<file path="config.mk">
export PLATFORM = sky130hd
export DESIGN_NAME = debounced_pulse_rate_meter_unit_flat
export DESIGN_NICKNAME = d
export VERILOG_FILES = /design/src/design/dprm_pkg.sv /design/src/design/dprm_if.sv /design/src/design/dprm_counters.sv /design/src/design/dprm_divider.sv /design/src/design/debounced_pulse_rate_meter_unit.sv /design/src/flat_wrapper.sv
export SDC_FILE = /design/constraint.sdc
export NUM_CORES = 2
export LEC_CHECK = 0
export CORE_MARGIN = 3
export CORE_UTILIZATION = 30
export CTS_CLUSTER_SIZE = 8
export DETAILED_ROUTE_END_ITERATION = 12
export DONT_BUFFER_PORTS = 1
export GPL_TIMING_DRIVEN = 0
export PLACE_DENSITY = 0.46
export SYNTH_ARGS = -nofsm -noshare
export SYNTH_HDL_FRONTEND = slang
export SYNTH_SLANG_ARGS = --single-unit
</file>
<file path="constraint.sdc">
create_clock -name clk_i -period 10.3 [get_ports clk_i]
set_input_delay 1.03 -clock clk_i [delete_from_list [all_inputs] [get_ports clk_i]]
set_output_delay 1.03 -clock clk_i [all_outputs]
set_load 0.02 [all_outputs]
</file>
<file path="src/design/dprm_pkg.sv">
`default_nettype none

package dprm_pkg;

  // Field and register widths
  localparam int unsigned WindowW  = 16;
  localparam int unsigned MppW     = 24;
  localparam int unsigned DebW     = 8;
  localparam int unsigned CountW   = 16;
  localparam int unsigned ElapsedW = 16;
  localparam int unsigned ProdW    = CountW + MppW;
  localparam int unsigned SpeedW   = 50;

  // Configuration channel
  localparam int unsigned CfgIdxW  = 2;
  localparam int unsigned CfgDataW = 24;

  localparam logic [CfgIdxW-1:0] CfgWindowMs   = 2'd0;
  localparam logic [CfgIdxW-1:0] CfgMmPerPulse = 2'd1;
  localparam logic [CfgIdxW-1:0] CfgDebounceMs = 2'd2;

  localparam logic [WindowW-1:0] WindowRst   = 16'd1000;
  localparam logic [MppW-1:0]    MppRst      = 24'd256;
  localparam logic [DebW-1:0]    DebounceRst = 8'd10;

  // Request to the divider
  typedef struct packed {
    logic               start;
    logic [SpeedW-1:0]  dividend;
    logic [WindowW-1:0] divisor;
  } dprm_div_req_t;

  // Status back from the divider
  typedef struct packed {
    logic              done;
    logic [SpeedW-1:0] quotient;
  } dprm_div_rsp_t;

endpackage

`default_nettype wire

</file>
<file path="src/design/dprm_if.sv">
`default_nettype none

interface dprm_in_if;
  logic valid;
  logic ready;
  logic tick;
  logic edge_req;

  modport source (output valid, output tick, output edge_req, input ready);
  modport sink   (input valid, input tick, input edge_req, output ready);
endinterface

interface dprm_out_if;
  logic        valid;
  logic        ready;
  logic        speed_valid;
  logic [49:0] speed;

  modport source (output valid, output speed_valid, output speed, input ready);
  modport sink   (input valid, input speed_valid, input speed, output ready);
endinterface

interface dprm_cfg_if;
  logic        valid;
  logic        ready;
  logic [1:0]  index;
  logic [23:0] data;

  modport source (output valid, output index, output data, input ready);
  modport sink   (input valid, input index, input data, output ready);
endinterface

`default_nettype wire

</file>
<file path="src/design/dprm_counters.sv">
`default_nettype none

module dprm_counters import dprm_pkg::*; (
  input  wire logic                clk_i,
  input  wire logic                rst_ni,
  input  wire logic                accept_i,
  input  wire logic                tick_i,
  input  wire logic                edge_req_i,
  input  wire logic [DebW-1:0]     debounce_i,
  input  wire logic [WindowW-1:0]  window_i,
  output logic      [CountW-1:0]   count_o,
  output logic      [WindowW-1:0]  win_eff_o,
  output logic                     win_end_o
);

  logic [CountW-1:0]   cnt_q, cnt_d, cnt_a;
  logic [DebW-1:0]     ms_q, ms_d, ms_a;
  logic [ElapsedW-1:0] el_q, el_d, el_b;
  logic                edge_hit;

  always_comb begin
    edge_hit = edge_req_i && (ms_q > debounce_i);

    cnt_a = cnt_q;
    ms_a  = ms_q;
    if (edge_hit) begin
      if (cnt_q != '1) begin
        cnt_a = cnt_q + CountW'(1);
      end
      ms_a = '0;
    end

    // The tick is applied after the edge check, both counters saturate.
    ms_d = ms_a;
    el_b = el_q;
    if (tick_i) begin
      if (ms_a != '1) begin
        ms_d = ms_a + DebW'(1);
      end
      if (el_q != '1) begin
        el_b = el_q + ElapsedW'(1);
      end
    end

    win_eff_o = (window_i == '0) ? WindowW'(1) : window_i;
    win_end_o = (el_b >= win_eff_o);

    cnt_d = win_end_o ? '0 : cnt_a;
    el_d  = win_end_o ? '0 : el_b;
    count_o = cnt_a;
  end

  always_ff @(posedge clk_i or negedge rst_ni) begin
    if (!rst_ni) begin
      cnt_q <= '0;
      ms_q  <= '0;
      el_q  <= '0;
    end else if (accept_i) begin
      cnt_q <= cnt_d;
      ms_q  <= ms_d;
      el_q  <= el_d;
    end
  end

endmodule

`default_nettype wire

</file>
<file path="src/design/dprm_divider.sv">
`default_nettype none

module dprm_divider import dprm_pkg::*; (
  input  wire logic          clk_i,
  input  wire logic          rst_ni,
  input  wire dprm_div_req_t req_i,
  output dprm_div_rsp_t      rsp_o
);

  localparam int unsigned CntW = $clog2(SpeedW + 1);

  logic [CntW-1:0]    cnt_q;
  logic               done_q;
  logic [SpeedW-1:0]  quo_q;
  logic [WindowW-1:0] rem_q, rem_d;
  logic [WindowW-1:0] div_q;
  logic [WindowW:0]   trial;
  logic [WindowW:0]   diff;
  logic               q_bit;

  // Restoring division, one quotient bit per cycle. The dividend is shifted
  // out of the top of the quotient register as the quotient bits come in.
  always_comb begin
    trial = {rem_q, quo_q[SpeedW-1]};
    diff  = trial - {1'b0, div_q};
    q_bit = (trial >= {1'b0, div_q});
    rem_d = q_bit ? diff[WindowW-1:0] : trial[WindowW-1:0];
  end

  always_ff @(posedge clk_i or negedge rst_ni) begin
    if (!rst_ni) begin
      cnt_q  <= '0;
      done_q <= 1'b0;
    end else begin
      done_q <= !req_i.start && (cnt_q == CntW'(1));
      if (req_i.start) begin
        cnt_q <= CntW'(SpeedW);
      end else if (cnt_q != '0) begin
        cnt_q <= cnt_q - CntW'(1);
      end
    end
  end

  always_ff @(posedge clk_i) begin
    if (req_i.start) begin
      quo_q <= req_i.dividend;
      rem_q <= '0;
      div_q <= req_i.divisor;
    end else if (cnt_q != '0) begin
      quo_q <= {quo_q[SpeedW-2:0], q_bit};
      rem_q <= rem_d;
    end
  end

  assign rsp_o.done     = done_q;
  assign rsp_o.quotient = quo_q;

endmodule

`default_nettype wire

</file>
<file path="src/design/debounced_pulse_rate_meter_unit.sv">
// Channel | Direction | Payload
// cfg_i   | in        | index (2 b), data (24 b): window_ms, mm_per_pulse, debounce_ms
// in_i    | in        | tick (1 b), edge_req (1 b)
// out_o   | out       | speed_valid (1 b), speed (50 b, mm/s with 8 fraction bits)
//
// An item that does not close the window has its result in the output register
// on the next cycle. An item that closes the window passes through a multiply,
// a scale by 1000 and the bit-serial divider and waits for the divider to
// finish; a hold state then loads the output register once the output is free.
// Reset restores the register defaults and clears all counters. A stalled
// output holds its transaction and blocks new input only while it is still full.
`default_nettype none

module debounced_pulse_rate_meter_unit import dprm_pkg::*; (
  input  wire logic   clk_i,
  input  wire logic   rst_ni,
  dprm_cfg_if.sink    cfg_i,
  dprm_in_if.sink     in_i,
  dprm_out_if.source  out_o
);

  typedef enum logic [2:0] {
    ST_IDLE,
    ST_MUL,
    ST_SCALE,
    ST_DIV,
    ST_HOLD
  } state_e;

  state_e state_q;

  logic [WindowW-1:0] window_q;
  logic [MppW-1:0]    mpp_q;
  logic [DebW-1:0]    debounce_q;

  logic               in_accept;
  logic               out_free;
  logic [CountW-1:0]  count;
  logic [WindowW-1:0] win_eff;
  logic               win_end;

  logic [CountW-1:0]  count_snap_q;
  logic [WindowW-1:0] win_snap_q;
  logic [ProdW-1:0]   prod_q;

  logic               out_valid_q;
  logic               speed_valid_q;
  logic [SpeedW-1:0]  speed_q;

  dprm_div_req_t div_req;
  dprm_div_rsp_t div_rsp;

  assign cfg_i.ready = 1'b1;

  always_ff @(posedge clk_i or negedge rst_ni) begin
    if (!rst_ni) begin
      window_q   <= WindowRst;
      mpp_q      <= MppRst;
      debounce_q <= DebounceRst;
    end else if (cfg_i.valid) begin
      case (cfg_i.index)
        CfgWindowMs:   window_q   <= cfg_i.data[WindowW-1:0];
        CfgMmPerPulse: mpp_q      <= cfg_i.data[MppW-1:0];
        CfgDebounceMs: debounce_q <= cfg_i.data[DebW-1:0];
        default: ;
      endcase
    end
  end

  assign out_free   = !out_valid_q || out_o.ready;
  assign in_i.ready = (state_q == ST_IDLE) && out_free;
  assign in_accept  = in_i.valid && in_i.ready;

  dprm_counters u_counters (
    .clk_i      (clk_i),
    .rst_ni     (rst_ni),
    .accept_i   (in_accept),
    .tick_i     (in_i.tick),
    .edge_req_i (in_i.edge_req),
    .debounce_i (debounce_q),
    .window_i   (window_q),
    .count_o    (count),
    .win_eff_o  (win_eff),
    .win_end_o  (win_end)
  );

  // count * mm_per_pulse * 1000, with the factor 1000 taken as 1024 - 16 - 8.
  always_comb begin
    div_req.start    = (state_q == ST_SCALE);
    div_req.dividend = {prod_q, 10'b0} - SpeedW'({prod_q, 4'b0})
                       - SpeedW'({prod_q, 3'b0});
    div_req.divisor  = win_snap_q;
  end

  dprm_divider u_divider (
    .clk_i  (clk_i),
    .rst_ni (rst_ni),
    .req_i  (div_req),
    .rsp_o  (div_rsp)
  );

  always_ff @(posedge clk_i or negedge rst_ni) begin
    if (!rst_ni) begin
      state_q     <= ST_IDLE;
      out_valid_q <= 1'b0;
    end else begin
      if ((in_accept && !win_end) || ((state_q == ST_HOLD) && out_free)) begin
        out_valid_q <= 1'b1;
      end else if (out_o.ready) begin
        out_valid_q <= 1'b0;
      end
      case (state_q)
        ST_IDLE: begin
          if (in_accept && win_end) begin
            state_q <= ST_MUL;
          end
        end
        ST_MUL:   state_q <= ST_SCALE;
        ST_SCALE: state_q <= ST_DIV;
        ST_DIV: begin
          if (div_rsp.done) begin
            state_q <= ST_HOLD;
          end
        end
        ST_HOLD: begin
          if (out_free) begin
            state_q <= ST_IDLE;
          end
        end
        default: state_q <= ST_IDLE;
      endcase
    end
  end

  always_ff @(posedge clk_i) begin
    if (in_accept) begin
      count_snap_q  <= count;
      win_snap_q    <= win_eff;
      speed_valid_q <= 1'b0;
      speed_q       <= '0;
    end
    if (state_q == ST_MUL) begin
      prod_q <= ProdW'(count_snap_q) * ProdW'(mpp_q);
    end
    if ((state_q == ST_HOLD) && out_free) begin
      speed_valid_q <= 1'b1;
      speed_q       <= div_rsp.quotient;
    end
  end

  assign out_o.valid       = out_valid_q;
  assign out_o.speed_valid = speed_valid_q;
  assign out_o.speed       = speed_q;

endmodule

`default_nettype wire
</file>
<file path="src/flat_wrapper.sv">
// flat-port wrapper written by rule: the top's interface ports become plain ports
module debounced_pulse_rate_meter_unit_flat import dprm_pkg::*;
  (clk_i, rst_ni, cfg_i_valid, cfg_i_index, cfg_i_data, cfg_i_ready, in_i_valid, in_i_tick, in_i_edge_req, in_i_ready, out_o_valid, out_o_speed_valid, out_o_speed, out_o_ready);
  dprm_cfg_if cfg_i_i ();
  dprm_in_if in_i_i ();
  dprm_out_if out_o_i ();
  input  wire logic clk_i;
  input  wire logic rst_ni;
  input wire logic [$bits(cfg_i_i.valid)-1:0] cfg_i_valid;
  input wire logic [$bits(cfg_i_i.index)-1:0] cfg_i_index;
  input wire logic [$bits(cfg_i_i.data)-1:0] cfg_i_data;
  output wire logic [$bits(cfg_i_i.ready)-1:0] cfg_i_ready;
  input wire logic [$bits(in_i_i.valid)-1:0] in_i_valid;
  input wire logic [$bits(in_i_i.tick)-1:0] in_i_tick;
  input wire logic [$bits(in_i_i.edge_req)-1:0] in_i_edge_req;
  output wire logic [$bits(in_i_i.ready)-1:0] in_i_ready;
  output wire logic [$bits(out_o_i.valid)-1:0] out_o_valid;
  output wire logic [$bits(out_o_i.speed_valid)-1:0] out_o_speed_valid;
  output wire logic [$bits(out_o_i.speed)-1:0] out_o_speed;
  input wire logic [$bits(out_o_i.ready)-1:0] out_o_ready;
  assign cfg_i_i.valid = cfg_i_valid;
  assign cfg_i_i.index = cfg_i_index;
  assign cfg_i_i.data = cfg_i_data;
  assign cfg_i_ready = cfg_i_i.ready;
  assign in_i_i.valid = in_i_valid;
  assign in_i_i.tick = in_i_tick;
  assign in_i_i.edge_req = in_i_edge_req;
  assign in_i_ready = in_i_i.ready;
  assign out_o_valid = out_o_i.valid;
  assign out_o_speed_valid = out_o_i.speed_valid;
  assign out_o_speed = out_o_i.speed;
  assign out_o_i.ready = out_o_ready;
  debounced_pulse_rate_meter_unit u_core (.clk_i(clk_i), .rst_ni(rst_ni), .cfg_i(cfg_i_i), .in_i(in_i_i), .out_o(out_o_i));
endmodule
</file>
==> flow_summary.toml <==
[clock_network]
cts_setup_buffers = 0
clock_latency_ns = 0.60
clock-sinks = 304
cts_buffers = 46
clkTransAtPathRegs_ns = 0.05
cts_tree = "yes"
cts_buffer_depth = 3
clock-root-buffer = "clkbuf_16"
htreeDepth = 2
cts-resized-gates = 0
cts.hold.buffers_added = 0

[setup_path]
slowest_stage = "dfstp_2"
crit_top_cell = "fa_1"
path_cells = "clkbuf_1, nand2_1, fa_1, inv_1, fa_1, fa_1, fa_1, fa_1, inv_1, fa_1, inv_1, ha_1, and3_2, a221o_1, a21oi_1, o2bb2ai_1, a21oi_1, o21ai_1, a21oi_1, o31ai_1, xnor2_1"
critPathMaxStageDelay_ns = 0.66
crit_type = "reg2reg"
cp_max_fo = 10
cp_data_arrival_time_ns = 7.79
endpoint_kind = "flip-flop"
crit_family = "adder cells"
crit_path_start_kind = "flip-flop"
cp.required_ns = 10.61
cp_num_buf_inv = 4

[timing]
tightest_slew_ns = 1.146
grt_setup_unrepaired = "no"
setup-tns-final_ns = 0
slew_headroom_pct = 23.01
fin_crit_sh_pct = 72.64
setup_viol = 0
final.setup_skew_ns = 0.04333
maxSlewViolCount = 0
fmax_mhz = 133.7
period_needed_ns = 7.482
hold_viol = 0

[grt]
grt_start_max_net_pins = 100
grtUsageTotal_pct = 16.26
grt_pass1_vias = 21818
grt_pass1_wl_um = 130400
grt_overflow = 0
antenna_found_initial = 11

[die]
fp.coreArea_um2 = 96990
die_w_um = 319.4
die_y_um = 319.4
fp-row-count = 114
ioPinCount = 87
start_util_pct = 30.38
die_area_um2 = 102000

[cells_and_area]
nNetsFinal = 3696
area.growth.synth_to_final_pct = 10.62
drive_gt1_share_pct = 4.362

[placed_design]
place_congestion = 0.8407
hpwl_um = 66120
numPortBuffers = 0

[yosys]
synth_top_area_cell = "fa_1"
netlist_area_um2 = 29470
synthAdderAreaFrac_pct = 32.01
ys_seq_area_share_pct = 28.76
synth_top_family_by_area = "adder cells"
synthMuxAreaShare_pct = 1.932
synth_compound_area_share_pct = 10.67
synth_top_area_share_pct = 23.10
synthFlopType = "edfxtp_1"
yosys-top-cells-area = "fa_1 (23%), edfxtp_1 (19%), ha_1 (8.9%)"
syn_nets = 3641
synth_seq_cells = 304
synthSimpleGateAreaFrac_pct = 15.57
syn_area_per_cell_um2 = 9.636
synth_edf_count = 188
syn_inst = 3058
synth_cell_types = 84
ys_warn_count = 0
synth-xor-area-share_pct = 3.240
ys_async_sr_fraction_pct = 32.57

[routing]
vias_per_cell = 4.716
vias = 20857
wl_per_cell_um = 18.58
drt_first_pass_iters = 7
wirelength_um = 82190
antenna_left = 0
drt_iter0_drc = 1149
drc = 0

[run_status]
status = "complete, no violations"

[min_path]
hp-class = "in2async"

[flow_run]
drv_cap = 0
==> metrics by stage <==
stage	area, um^2	cells	util, %	hold WS, ns	worst slack (ns)
after floorplan	29470	3058	-	0.4003	4.017
after global placement	31060	4334	32.03	0.4040	2.516
after detailed placement	31200	4339	32.16	0.4045	2.870
after CTS	32580	4415	33.58	0.09737	2.819
after global routing	32590	4420	33.60	0.1009	2.468
final	32600	4423	33.61	0.1385	2.818
==> sequential cells by signal, summed over array words and instances, names as in the netlist, 24 cells and up <==
name                    flops
u_core.prod_q              40
u_core.mpp_q               24
u_core.u_divider.quo_q     50
u_core.out_o.speed         50
==> cell type report <==
cell class | count | area [um^2]
clock inverter | 10 | 152.6
tap | 1276 | 1597
multi-input combinational | 2146 | 18710
fill | 10132 | 64390
buffer | 147 | 573.1
sequential | 304 | 8474
inverter | 461 | 1730
clock buffer | 66 | 1226
antenna | 6 | 15.01
timing repair buffer | 7 | 116.4
==> layer usage <==
metal	up-vias	track usage, %	share of wire (%)
met5	-	0	0.058
met4	8	4.416	2.7
met3	109	2.689	4.8
met2	407	26.27	45
met1	10191	22.59	47
li1	10142	-	-
==> worst paths after layout <==
| check | from | to | slack, ns | depth (start not counted) |
|---|---|---|---|---|
| min reg2reg | u_core.win_snap_q[4] | u_core.u_divider.div_q[4] | 0.42 | 0 |
| max reg2reg | u_core.mpp_q[8] | u_core.prod_q[33] | 2.82 | 21 |
| min | rst_ni | u_core.u_divider.cnt_q[1] | 0.14 | 0 |
| max | u_core.mpp_q[8] | u_core.prod_q[33] | 2.82 | 21 |
| max in group asynchronous | rst_ni | u_core.debounce_q[3] | 9.85 | 0 |
| min in group clk_i | u_core.win_snap_q[4] | u_core.u_divider.div_q[4] | 0.42 | 0 |
==> cells in the mapped netlist, types with 29 or more instances <==
master / number
nor2_1: 107
ha_1: 210
mux2_2: 39
nor3_1: 29
nand3_1: 49
and2_1: 223
a21oi_1: 119
dfrtp_1: 90
edfxtp_1: 188
fa_1: 340
clkbuf_1: 138
inv_1: 460
nand2_1: 392
o21ai_0: 133
a21o_1: 65
xor2_1: 40
xnor2_1: 69
nand4_1: 42
==> placed cells by master (no fill, tap or decap), types with 39 or more instances in the layout <==
cell type / count
inv_1: 460
nand2_1: 391
fa_1: 340
and2_1: 223
ha_1: 210
edfxtp_1: 188
clkbuf_1: 158
o21ai_0: 132
a21oi_1: 119
nor2_1: 106
dfrtp_1: 90
xnor2_1: 69
a21o_1: 65
nand3_1: 49
clkbuf_16: 46
nand4_1: 42
xor2_1: 40
mux2_2: 39
==> cells by family after synthesis <==
logic type               Yosys count
buffers and inverters            608
flip-flops                       304
AND/OR/NAND/NOR                  943
adder cells (fa/ha/maj)          550
other                              1
AO/OA/AOI/OAI                    491
XOR/XNOR                         109
multiplexers                      52
Power is left out: the tool's default activity adds up to more than one toggle a clock period on the data nets, which glitch-free logic cannot reach.
